[src/rtl/core/tlpq_pkg.sv]
// tlpq_pkg: shared types and constants for the tree LCA / path query core.
// No dependencies.
package tlpq_pkg;
	localparam int SUM_BITS  = 41;
	localparam int EDGE_BITS = 11;
	localparam logic [SUM_BITS-1:0]  SUM_MAX  = {SUM_BITS{1'b1}};
	localparam logic [EDGE_BITS-1:0] EDGE_MAX = {EDGE_BITS{1'b1}};

	localparam logic MODE_LOAD  = 1'b0;
	localparam logic MODE_QUERY = 1'b1;

	// datapath commands
	localparam int CMD_BITS = 4;
	localparam logic [CMD_BITS-1:0] CMD_NOP      = 4'd0;
	localparam logic [CMD_BITS-1:0] CMD_CAPTURE  = 4'd1;  // latch input beat
	localparam logic [CMD_BITS-1:0] CMD_LV_RD    = 4'd2;  // read levels
	localparam logic [CMD_BITS-1:0] CMD_LD_ROOT  = 4'd3;  // write root row, level
	localparam logic [CMD_BITS-1:0] CMD_LD_BASE  = 4'd4;  // write level and row 0
	localparam logic [CMD_BITS-1:0] CMD_LD_RDP   = 4'd5;  // read row j-1 of node
	localparam logic [CMD_BITS-1:0] CMD_LD_RDA   = 4'd6;  // read row j-1 of ancestor
	localparam logic [CMD_BITS-1:0] CMD_LD_WR    = 4'd7;  // write row j
	localparam logic [CMD_BITS-1:0] CMD_Q_SWAP   = 4'd8;  // order by level
	localparam logic [CMD_BITS-1:0] CMD_Q_RD     = 4'd9;  // read level i for u and v
	localparam logic [CMD_BITS-1:0] CMD_Q_LIFT   = 4'd10; // climb u
	localparam logic [CMD_BITS-1:0] CMD_Q_PAIR   = 4'd11; // climb both
	localparam logic [CMD_BITS-1:0] CMD_Q_FINAL  = 4'd12; // final parent edges

	typedef struct packed {
		logic [CMD_BITS-1:0] cmd;
		logic [3:0]          lvl;
	} tlpq_cmd_t;

	typedef struct packed {
		logic mode;
		logic is_root;
		logic same;     // u == v after lift
	} tlpq_stat_t;
endpackage

[src/rtl/core/tlpq_ctrl.sv]
// tlpq_ctrl: sequencer for node loads and path queries, output handshake.
// Depends on tlpq_pkg.
module tlpq_ctrl #(
	parameter int LEVELS = 10
) (
	input  logic                 clk,
	input  logic                 arst_n,
	input  logic                 in_valid,
	output logic                 in_ready,
	output logic                 out_valid,
	input  logic                 out_ready,
	output tlpq_pkg::tlpq_cmd_t  cmd,
	input  tlpq_pkg::tlpq_stat_t stat
);
	localparam logic [3:0] S_IDLE  = 4'd0;
	localparam logic [3:0] S_LVRD  = 4'd1;
	localparam logic [3:0] S_LVUSE = 4'd2;
	localparam logic [3:0] S_RDP   = 4'd3;
	localparam logic [3:0] S_WR    = 4'd5;
	localparam logic [3:0] S_LRD   = 4'd6;
	localparam logic [3:0] S_LIFT  = 4'd7;
	localparam logic [3:0] S_PRD   = 4'd8;
	localparam logic [3:0] S_PAIR  = 4'd9;
	localparam logic [3:0] S_FRD   = 4'd10;
	localparam logic [3:0] S_FIN   = 4'd11;
	localparam logic [3:0] S_WAIT  = 4'd12;
	localparam logic [3:0] S_RDP2  = 4'd13;

	localparam logic [3:0] TOP = 4'(LEVELS - 1);

	logic [3:0] state_q, state_d;
	logic [3:0] lvl_q, lvl_d;
	logic       ov_q, ov_d;

	assign in_ready  = (state_q == S_IDLE) && !ov_q;
	assign out_valid = ov_q;

	always_comb begin
		state_d = state_q;
		lvl_d   = lvl_q;
		ov_d    = ov_q && !out_ready;
		cmd     = '{cmd: tlpq_pkg::CMD_NOP, lvl: lvl_q};
		unique case (state_q)
			S_IDLE: if (in_valid && in_ready) begin
				cmd.cmd = tlpq_pkg::CMD_CAPTURE;
				state_d = S_LVRD;
			end
			S_LVRD: begin
				cmd.cmd = tlpq_pkg::CMD_LV_RD;
				state_d = S_LVUSE;
			end
			S_LVUSE: begin
				if (stat.mode == tlpq_pkg::MODE_QUERY) begin
					cmd.cmd = tlpq_pkg::CMD_Q_SWAP;
					lvl_d   = TOP;
					state_d = S_LRD;
				end else if (stat.is_root) begin
					cmd.cmd = tlpq_pkg::CMD_LD_ROOT;
					cmd.lvl = 4'd0;
					lvl_d   = 4'd1;
					state_d = (LEVELS > 1) ? S_WR : S_IDLE;
				end else begin
					cmd.cmd = tlpq_pkg::CMD_LD_BASE;
					cmd.lvl = 4'd0;
					lvl_d   = 4'd1;
					state_d = (LEVELS > 1) ? S_RDP : S_IDLE;
				end
			end
			S_RDP: begin
				cmd.cmd = tlpq_pkg::CMD_LD_RDP;
				state_d = S_RDP2;
			end
			S_RDP2: begin
				// node row j-1 now on read port; fetch ancestor row
				cmd.cmd = tlpq_pkg::CMD_LD_RDA;
				state_d = S_WR;
			end
			S_WR: begin
				// root rows reuse this state, writing an invalid jump entry at each level
				cmd.cmd = stat.is_root ? tlpq_pkg::CMD_LD_ROOT : tlpq_pkg::CMD_LD_WR;
				if (lvl_q == TOP) begin
					state_d = S_IDLE;
				end else begin
					lvl_d   = lvl_q + 4'd1;
					state_d = stat.is_root ? S_WR : S_RDP;
				end
			end
			S_LRD: begin
				cmd.cmd = tlpq_pkg::CMD_Q_RD;
				state_d = S_LIFT;
			end
			S_LIFT: begin
				cmd.cmd = tlpq_pkg::CMD_Q_LIFT;
				if (lvl_q == 4'd0) begin
					lvl_d   = TOP;
					state_d = S_PRD;
				end else begin
					lvl_d   = lvl_q - 4'd1;
					state_d = S_LRD;
				end
			end
			S_PRD: begin
				cmd.cmd = tlpq_pkg::CMD_Q_RD;
				state_d = stat.same ? S_FRD : S_PAIR;
			end
			S_PAIR: begin
				cmd.cmd = tlpq_pkg::CMD_Q_PAIR;
				if (lvl_q == 4'd0) begin
					state_d = S_FRD;
				end else begin
					lvl_d   = lvl_q - 4'd1;
					state_d = S_PRD;
				end
			end
			S_FRD: begin
				// fetch row 0 of both sides
				cmd.cmd = tlpq_pkg::CMD_Q_RD;
				cmd.lvl = 4'd0;
				state_d = S_FIN;
			end
			S_FIN: begin
				cmd.cmd = tlpq_pkg::CMD_Q_FINAL;
				cmd.lvl = 4'd0;
				state_d = S_WAIT;
			end
			S_WAIT: begin
				ov_d    = 1'b1;
				state_d = S_IDLE;
			end
			default: state_d = S_IDLE;
		endcase
	end

	always_ff @(posedge clk or negedge arst_n) begin
		if (!arst_n) begin
			state_q <= S_IDLE;
			lvl_q   <= '0;
			ov_q    <= 1'b0;
		end else begin
			state_q <= state_d;
			lvl_q   <= lvl_d;
			ov_q    <= ov_d;
		end
	end
endmodule
[config.mk]
export PLATFORM = sky130hd
export DESIGN_NAME = tlpq_ctrl
export DESIGN_NICKNAME = d
export VERILOG_FILES = /design/src/rtl/core/tlpq_pkg.sv /design/src/rtl/core/tlpq_ctrl.sv
export SDC_FILE = /design/constraint.sdc
export NUM_CORES = 1
export LEC_CHECK = 0
export ABC_AREA = 1
export BUFFER_PORTS_ARGS = -buffer_cell sky130_fd_sc_hd__buf_4
export CAP_MARGIN = 20
export CORE_MARGIN = 2
export CORE_UTILIZATION = 58
export CTS_CLUSTER_DIAMETER = 200
export DETAILED_ROUTE_END_ITERATION = 8
export GPL_TIMING_DRIVEN = 0
export PLACE_DENSITY = 0.91
export REMOVE_ABC_BUFFERS = 1
export SYNTH_ARGS = -nofsm -noshare
export SYNTH_HDL_FRONTEND = slang
export SYNTH_SLANG_ARGS = --single-unit
[constraint.sdc]
create_clock -name clk -period 2.65 [get_ports clk]
set_input_delay 0.3975 -clock clk [delete_from_list [all_inputs] [get_ports clk]]
set_output_delay 0.3975 -clock clk [all_outputs]
set_load 0.02 [all_outputs]
==> results of run 1 <==
[flip-flops by register name (all words and copies together) (netlist names)]
register	count
lvl_q	4
out_valid	1
state_q	4
[worst register-to-register path, stage by stage, from the launching register on]
cell       delay, ps
dfrtp_1          430
inv_1            160
ha_1             230
nand3_1          160
inv_1            140
nor2_2            60
nor2_1           140
o2111ai_1        160
[area by class of cell]
| cell class | instances | share of cell area |
|---|---|---|
| Timing Repair Buffer | 17 | 0.123 |
| Multi-Input combinational cell | 111 | 0.543 |
| Sequential cell | 9 | 0.214 |
| Clock buffer | 4 | 0.0249 |
| Inverter | 21 | 0.0759 |
| Tap cell | 16 | 0.0190 |
[logic make-up after synthesis]
kind of cell             count (synthesis)  share of synthesized area
AND/OR/NAND/NOR                         85                      0.453
buffers and inverters                   22                     0.0963
AO/OA/AOI/OAI                           21                      0.133
flip-flops                               9                      0.255
adder cells (fa/ha/maj)                  3                     0.0425
XOR/XNOR                                 2                     0.0198
[synthesized netlist by cell type]
master,count,area [µm²]
nand2_2,7,43.8
nor3_1,2,10.0
o2111ai_1,1,8.76
nand3_1,7,35.0
a21oi_1,7,35.0
ha_1,3,37.5
nor3b_1,1,7.51
o21ai_0,8,40.0
o21ai_2,1,8.76
inv_1,14,52.6
o21ai_1,2,10.0
clkinv_2,1,5.00
nor2_1,22,82.6
xor2_1,2,17.5
dfrtp_1,9,225
nand2_4,1,11.3
inv_2,6,22.5
nand3b_1,1,7.51
nor2_4,3,33.8
buf_2,1,5.00
nand4_1,3,18.8
or2_2,1,6.26
o22ai_1,1,6.26
nand2_1,35,131
a21oi_2,1,8.76
nor2_2,2,12.5
[through the flow]
stage / instances / utilization / worst slack (ps) / area, µm² / hold WS, ps
CTS: 178 / 0.717 / 610 / 1050 / 355
floorplan: 141 / - / 858 / 878 / 102
global route: 178 / 0.717 / 442 / 1050 / 365
detailed placement: 173 / 0.692 / 873 / 1020 / 220
global placement: 173 / 0.692 / 924 / 1020 / 219
finish: 178 / 0.717 / 596 / 1050 / 359
[layer usage]
layer | wire [µm] | vias to the layer above | global-route usage | share of wire
met5 | 0 | - | 0 | 0
met4 | 19 | 0 | 0.0485 | 0.0091
met3 | 161 | 2 | 0.0170 | 0.077
met2 | 1000 | 39 | 0.452 | 0.48
met1 | 914 | 445 | 0.350 | 0.44
li1 | - | 493 | - | -
[power by group]
part	total (mW)	switching (mW)	internal [mW]
Clock	0.0924	0.0352	0.0572
Sequential	0.282	0.0839	0.198
Combinational	0.941	0.600	0.341
Total	1.32	0.719	0.596
[what timing repair did]
| action | CTS | global route |
|---|---|---|
| hold buffers | 1 | 0 |
| buffers inserted | 0 | 0 |
| endpoints found under the setup margin | 0 | 0 |
| hold endpoints to repair | 9 | 0 |
[path summary, 6_finish.rpt]
| check | depth (start not counted) | start | to | slack, ps |
|---|---|---|---|---|
| setup / recovery | 7 | state_q[0] | cmd[2] | 600 |
| hold / removal | 2 | out_ready | out_valid | 360 |
| setup reg to reg | 7 | lvl_q[0] | state_q[2] | 1000 |
| hold reg to reg | 2 | lvl_q[3] | lvl_q[3] | 560 |
| max in group asynchronous | 2 | arst_n | out_valid | 2020 |
| min in group asynchronous | 2 | arst_n | lvl_q[1] | 500 |
[cell usage in the layout, fill, tap and decap left out, types with 2 or more instances in the layout]
master | synthesis | routed
ha_1 | 3 | 3
inv_2 | 6 | 6
o21ai_1 | 2 | 2
buf_4 | 0 | 16
clkbuf_4 | 0 | 3
nand2_1 | 35 | 35
nand3_1 | 7 | 7
nor2_1 | 22 | 22
nor2_2 | 2 | 2
a21oi_1 | 7 | 7
dfrtp_1 | 9 | 9
nand2_2 | 7 | 7
nor2_4 | 3 | 3
nand4_1 | 3 | 3
nor3_1 | 2 | 2
inv_1 | 14 | 14
o21ai_0 | 8 | 8
xor2_1 | 2 | 2
==> results by group, run 1 <==
STA
  – Max Fclk: 0.487 GHz
  – Post-route setup TNS: 0 ps
  – RSZ-0062 raised after global routing: no
  – Period minus WS final: 2050 ps
  – Crit share post-route: 0.775
  – Final hold vios: 0
  – Clock Skews: 3.56 ps
  – Max_slew headroom: 0.636
  – Final slew viol count: 0
  – Slew @ Worst Pin: 541 ps
  – # setup viols final: 0

CTS
  – CTS Buf Count: 3
  – TritonCTS clock tree: built
  – # resized after CTS: 0
  – Longest Clk Path Bufs: 2
  – Clk_lat worst skew: 240 ps
  – CTS root buffer: clkbuf_4
  – H-tree depth: 1
  – CTS sink count: 9
  – Worst-path clk slew: 50 ps

Die
  – Die area: 1850 µm²
  – Die height: 43.0 µm
  – Starting density of the core: 0.600
  – FP Rows: 14
  – Core area: 1470 µm²
  – Ports: 17
  – DIE WIDTH: 43.0 µm

Power
  – Power per cell area: 1250 nW/µm²
  – VDD IR-drop max: 0.794 mV
  – Leak pwr: 0.586 nW
  – Total power: 1.32 mW

Run
  – Max capacitance violation total: 0

Worst setup path
  – CP arrival: 1660 ps
  – Top Family by Delay on Critical Path: simple AND/OR/NAND/NOR gates
  – Crit-path max FO: 6
  – Crit end category: output port
  – Worst-path cell chain: inv_2, nand2_2, nor2_4, nand2_1, o21ai_0, nor2_1, buf_4
  – CP bufs+invs: 2
  – Startpoint Class: flip-flop
  – Kind of critical path: flip-flop to output port
  – Worst Path Required: 2250 ps
  – Slowest-stage cell, CP: dfrtp_1
  – Max incr delay on CP: 420 ps

Layout
  – Sequential cell area: 225 µm²
  – Multi-input logic area: 573 µm²
  – Ant diodes: 0
  – # fillers: 130
  – Area growth, synth to finish: 19.4%
  – Nets: 173
  – Share of cells above drive strength 1: 0.259

Synthesis
  – Synth warnings: 0
  – Yosys reg bits: 9
  – Netlist cell types: 26
  – Synthesized area: 883 µm²
  – Syn_area_per_cell: 6.22 µm²
  – Cells after synthesis: 142
  – Sequential fraction of the synthesis area: 0.255

Routing
  – DR WL/cell: 11.8 µm
  – WL final: 2100 µm
  – Initial DRT Pass Iterations: 4
  – DRC: 0
  – DR iter-0 viols: 46
  – Vias: 979
  – Vias per inst: 5.50
  – Post-DRT Antenna Nets: 0

Global routing
  – All-Layer GR Usage: 0.257
  – Initial antenna violation count: 0
  – Largest net degree at the start of global routing: 10
  – First-pass GRT wire length: 3720 µm
  – GRT overflow: 0
  – Vias in the first global route: 909

Hold path
  – Worst hold path class: input pin to flip-flop

Placement
  – Routability cong.: 0.926
  – HPWL after detailed placement: 1800 µm
  – Input/output buffers: 16

Status
  – Outcome: finished clean
(Power assumes the default switching activity.)
==> run 2: changes to the inputs <==
- ABC_AREA: 1 -> 0
- CORE_UTILIZATION: 58 -> 50
- PLACE_DENSITY: 0.91 -> 0.83
- clock period: 2.65 -> 1.8 ns (I/O delays scaled with it)
==> run 2 against run 1 <==
  * Via count increased by 21%
  * Worst hold slack got worse by 160 ps
  * Global-route usage decreased by 1.2 points
  * Synthesized area increased by 20%
  * Final area increased by 31%
  * Register-to-register slack got worse by 940 ps
  * Critical path depth decreased by 3
  * Critical path type unchanged
  * Largest power group unchanged
==> results by group, run 2 <==
Synthesis
  – Dominant cell type by area after synthesis: dfrtp_1
  – Syn_area_per_cell: 8.11 µm²
  – Sequential fraction of the synthesis area: 0.212
  – Top post-synthesis cells by count: nor2_1, o21ai_0, dfrtp_1
  – Yosys top cell area share: 0.212
  – Yosys reg bits: 9
  – Synth warnings: 0
  – Netlist cell types: 51
  – Cells after synthesis: 131
  – Primary FF master, synth: dfrtp_1
  – Synthesized area: 1060 µm²
  – Synth area leaders: dfrtp_1, nor2_1, o21ai_0
  – Most common cell in the synthesized netlist: nor2_1
  – Number of flops mapped to enable cells by yosys: 0
  – Synth async-reset ratio: 1.00

Global routing
  – First-pass GRT wire length: 4700 µm
  – Vias in the first global route: 982
  – Largest net degree at the start of global routing: 28
  – GRT overflow: 0
  – Initial antenna violation count: 0
  – All-Layer GR Usage: 0.245

STA
  – RSZ-0062 raised after global routing: yes
  – # setup viols final: 0
  – Clock Skews: 3.95 ps
  – Final hold vios: 0
  – Final setup margin: 29.3 ps
  – Period minus WS final: 1770 ps
  – Max_slew headroom: 0.784
  – Crit share post-route: 0.984
  – Max Fclk: 0.565 GHz
  – Slew @ Worst Pin: 321 ps
  – Final slew viol count: 0

CTS
  – H-tree depth: 1
  – Longest Clk Path Bufs: 2
  – Worst-path clk slew: 50 ps
  – CTS root buffer: clkbuf_4
  – CTS Buf Count: 3
  – CTS sink count: 9
  – TritonCTS clock tree: built
  – Clk_lat worst skew: 260 ps

Worst setup path
  – Crit end category: output port
  – Crit-path max FO: 9
  – Max incr delay on CP: 540 ps
  – R2R Setup Slk: 60 ps
  – Kind of critical path: flip-flop to output port
  – Startpoint Class: flip-flop
  – CP bufs+invs: 1
  – Depth of the worst register-to-register path: 6
  – Reg2reg end: state_q[1]
  – Worst-path cell chain: nor2_2, o21ai_1, and2_2, buf_4
  – CP arrival: 1500 ps
  – Slowest-stage cell, CP: dfrtp_4
  – RR Startpoint: lvl_q[0]
  – Top Family by Delay on Critical Path: flip-flops
  – Worst Path Required: 1530 ps

Run
  – Max capacitance violation total: 0

Routing
  – Post-DRT Antenna Nets: 0
  – Routed met3 length: 364 µm
  – DR WL/cell: 16.8 µm
  – Vias: 1186
  – Met2 wire len: 1470 µm
  – Initial DRT Pass Iterations: 4
  – WL final: 3150 µm
  – WL met1: 1250 µm
  – Vias per inst: 6.34
  – DR iter-0 viols: 61
  – Highest routed layer: met4
  – DRC: 0

Layout
  – Nets: 171
  – Commonest non-fill, non-tap cells in the layout: buf_4, nor2_1, o21ai_0
  – Area growth, synth to finish: 30.0%
  – Fin cells: 187
  – Share of cells above drive strength 1: 0.419
  – Design area: 1380 µm²
  – # fillers: 154
  – Commonest non-fill, non-tap cell in the layout: buf_4
  – Ant diodes: 0

Power
  – Total power: 2.72 mW
  – Power per cell area: 1970 nW/µm²
  – Leak pwr: 0.566 nW
  – VDD IR-drop max: 1.20 mV

Status
  – Outcome: finished clean

Hold path
  – Hold depth: 2
  – Worst hold path class: input pin to flip-flop
  – Hold path startpoint: out_ready
  – Min-Delay Endpoint: out_valid

Placement
  – Routability cong.: 0.873
  – Placement Setup Slack: -300 ps
  – Cells after DPL: 163
  – Placed cell areas: 1120 µm²
  – HPWL after detailed placement: 1660 µm
  – Input/output buffers: 16

Die
  – Die height: 50.1 µm
  – FP Rows: 16
  – Starting density of the core: 0.536
  – Ports: 17
  – Die area: 2510 µm²
  – Core area: 1980 µm²
  – DIE WIDTH: 50.1 µm
-- run 2: changes by cell type in the layout (fill, tap and decap cells not counted), sizes merged, moves of 3 or more --
cell	previous run	this run
nand2b	0	3
and2	0	6
buf	16	34
nor2	27	18
or3	0	3
nor2b	0	3
inv	20	7
o211ai	0	5
nand3	7	2
nand2	43	5
-- run 2: layer usage --
layer	GRT usage	vias to the layer above
met5	0	-
met1	0.361	545
met2	0.357	93
met3	0.0182	8
met4	0.116	0
li1	-	540
-- run 2: what timing repair did --
item / 4_1_cts / 5_1_grt
endpoints found under the hold margin: 9 / 0
pin swaps: 0 / 6
setup buffers: 5 / 14
hold buffers: 1 / 0
endpoints found under the setup margin: 16 / 12
resized for setup: 13 / 15
-- run 2: cell families after synthesis --
| group | after synthesis | share of synthesized area |
|---|---|---|
| AO/OA/AOI/OAI | 43 | 0.286 |
| XOR/XNOR | 1 | 0.00825 |
| adder cells (fa/ha/maj) | 3 | 0.0353 |
| buffers and inverters | 18 | 0.111 |
| flip-flops | 9 | 0.212 |
| multiplexers | 2 | 0.0306 |
| AND/OR/NAND/NOR | 55 | 0.317 |
-- run 2: through the flow --
| stage | util | setup TNS (ps) | hold WS (ps) |
|---|---|---|---|
| 3_5_place_dp | 0.568 | -1960 | 93.5 |
| 5_1_grt | 0.697 | -60.1 | 194 |
| 2_1_floorplan | - | -15.1 | -25.6 |
| 6_report | 0.697 | 0 | 196 |
| 3_3_place_gp | 0.568 | -1460 | 92.6 |
| 4_1_cts | 0.616 | 0 | 195 |
-- run 2: power breakdown --
group          leakage, nW  internal, mW  total [mW]  switching (mW)
sequential           0.108         0.315       0.530           0.215
clock               0.0150        0.0851       0.151          0.0660
combinational        0.443         0.984        2.04            1.06
total                0.566          1.38        2.72            1.34
-- run 2: worst max-delay path by stage --
stage,depth (start not counted),end,start
2_1_floorplan,4,cmd[5],state_q[1]
3_3_place_gp,5,cmd[2],state_q[1]
3_5_place_dp,5,cmd[2],state_q[1]
4_1_cts,6,lvl_q[2],lvl_q[0]
5_1_grt,6,state_q[1],lvl_q[1]
6_report,4,cmd[2],state_q[2]
-- run 2: layout make-up --
class	instances	area, µm²	share of cell area
Timing Repair Buffer	36	278	0.201
Sequential cell	9	240	0.174
Tap cell	27	33.8	0.0245
Inverter	7	26.3	0.0190
Clock buffer	4	26.3	0.0190
Multi-Input combinational cell	104	777	0.563
==> run 3: changes to the inputs <==
- CORE_UTILIZATION: 50 -> 30
- PLACE_DENSITY: 0.83 -> 0.57
==> run 3 against run 2 <==
  * Worst setup slack lost 1.2 ps
  * Worst hold slack better by 63 ps
  * Wire length decreased by 2.3%
  * Cell count up 8.6%
  * Combinational power fell by 7%
==> results by group, run 3 (synthesis results as in run 2) <==
Layout
  – Ant diodes: 0
  – Nets: 168
  – Commonest non-fill, non-tap cell in the layout: buf_4
  – # fillers: 375
  – Share of cells above drive strength 1: 0.395
  – Final design utilization: 0.403
  – Area growth, synth to finish: 27.4%
  – Commonest non-fill, non-tap cells in the layout: buf_4, nor2_1, o21ai_0
  – Design area: 1350 µm²

Run
  – Max capacitance violation total: 0

Worst setup path
  – Worst-path cell chain: buf_4, nor3_2, nand2_1, a22oi_1, buf_4
  – Reg2reg end: lvl_q[2]
  – CP arrival: 1500 ps
  – Crit end category: output port
  – Slowest-stage cell, CP: dfrtp_2
  – Worst Path Required: 1530 ps
  – Max incr delay on CP: 430 ps
  – Depth of the worst register-to-register path: 6
  – Startpoint Class: flip-flop
  – Cell repeated most along the worst path: buf_4
  – Crit-path max FO: 3
  – RR Startpoint: lvl_q[0]
  – R2R Setup Slk: 70 ps
  – Kind of critical path: flip-flop to output port
  – CP Launch Point: state_q[1]

Die
  – Starting density of the core: 0.316
  – Core area: 3360 µm²
  – DIE WIDTH: 63.5 µm
  – FP Rows: 21
  – Ports: 17
  – Die area: 4030 µm²
  – Die height: 63.5 µm

Routing
  – DR iter-0 viols: 50
  – DRC: 0
  – Vias: 1122
  – DR WL/cell: 15.1 µm
  – WL final: 3070 µm
  – Vias per inst: 5.53
  – Post-DRT Antenna Nets: 0
  – Initial DRT Pass Iterations: 6

Global routing
  – First-pass GRT wire length: 4600 µm
  – All-Layer GR Usage: 0.144
  – Vias in the first global route: 954
  – Met1 GRT Util: 0.193
  – GR Layer Usage met2: 0.232
  – GRT overflow: 0
  – Largest net degree at the start of global routing: 28
  – M3 GR Usage: 0.0143
  – Most Used Layer, Global Route: met2
  – Initial antenna violation count: 0

STA
  – Period minus WS final: 1770 ps
  – Final slew viol count: 0
  – Max_slew headroom: 0.754
  – Post-route setup TNS: 0 ps
  – Minimum hold slack: 259 ps
  – RSZ-0062 raised after global routing: yes
  – Final setup margin: 28.2 ps
  – Slew @ Worst Pin: 368 ps
  – Crit share post-route: 0.984
  – # setup viols final: 0
  – Max Fclk: 0.564 GHz
  – Clock Skews: 1.79 ps
  – Final hold vios: 0

CTS
  – H-tree depth: 1
  – CTS root buffer: clkbuf_4
  – Worst-path clk slew: 60 ps
  – CTS sink count: 9
  – CTS Buf Count: 3
  – Clk_lat worst skew: 250 ps
  – Longest Clk Path Bufs: 2
  – TritonCTS clock tree: built

Placement
  – Placement Setup Slack: -244 ps
  – HPWL after detailed placement: 1800 µm
  – Placed cell areas: 1150 µm²
  – Routability cong.: 0.766
  – Input/output buffers: 16

Power
  – Power per cell area: 1890 nW/µm²
  – Leak pwr: 0.546 nW
  – VDD IR-drop max: 0.732 mV

Hold path
  – Min-Delay Endpoint: out_valid
  – Worst hold path class: input pin to flip-flop
  – Hold depth: 2
  – Hold path startpoint: out_ready

Status
  – Outcome: finished clean
-- run 3: changes by cell type in the layout (fill, tap and decap cells not counted), sizes merged --
cell,change
buf,-3
-- run 3: layer usage --
layer,vias to the layer above,routed length (µm),share of wire
li1,536,-,-
met1,544,1340,0.44
met2,38,1550,0.51
met3,4,131,0.043
met4,0,45,0.015
met5,-,0,0
-- run 3: final cells by class --
class,instances,area [µm²],share of cell area
repair buffers,33,251,0.186
well taps,46,57.6,0.0425
multi-input cells,104,752,0.555
inverters,7,26.3,0.0194
flip-flops and latches,9,240,0.177
clock buffers,4,26.3,0.0194
-- run 3: per-stage QoR --
step | std cells | total power [mW]
floorplan | 120 | 1.55
global placement | 182 | 1.97
detailed placement | 182 | 2.00
CTS | 192 | 2.31
global route | 203 | 2.76
finish | 203 | 2.56
-- run 3: worst max-delay path by stage --
stage          slack (ps)  endpoint
2_1_floorplan         -20    cmd[5]
3_3_place_gp         -220    cmd[2]
3_5_place_dp         -240    cmd[2]
4_1_cts                 6    cmd[2]
5_1_grt               -30    cmd[4]
6_report               30    cmd[4]
-- run 3: critical path: cells and delay by family, from the launching register on --
kind | cells | cell delay [ps]
and+or+nand+nor | 2 | 320
buffers and inverters | 2 | 320
DFF | 1 | 430
AOI/OAI and AO/OA | 1 | 180
-- run 3: where the power goes --
part           leakage, nW  total [mW]  switching, mW  internal, mW
Sequential           0.108       0.520          0.205         0.315
Combinational        0.423        1.89          0.979         0.910
Clock               0.0150       0.149         0.0638        0.0850
Total                0.546        2.56           1.25          1.31
-- run 3: repair_timing --
item,in CTS,in global routing
setup endpoints to repair,16,12
hold buffers,1,0
setup buffers,5,11
hold endpoints to repair,9,0
resized for setup,12,11
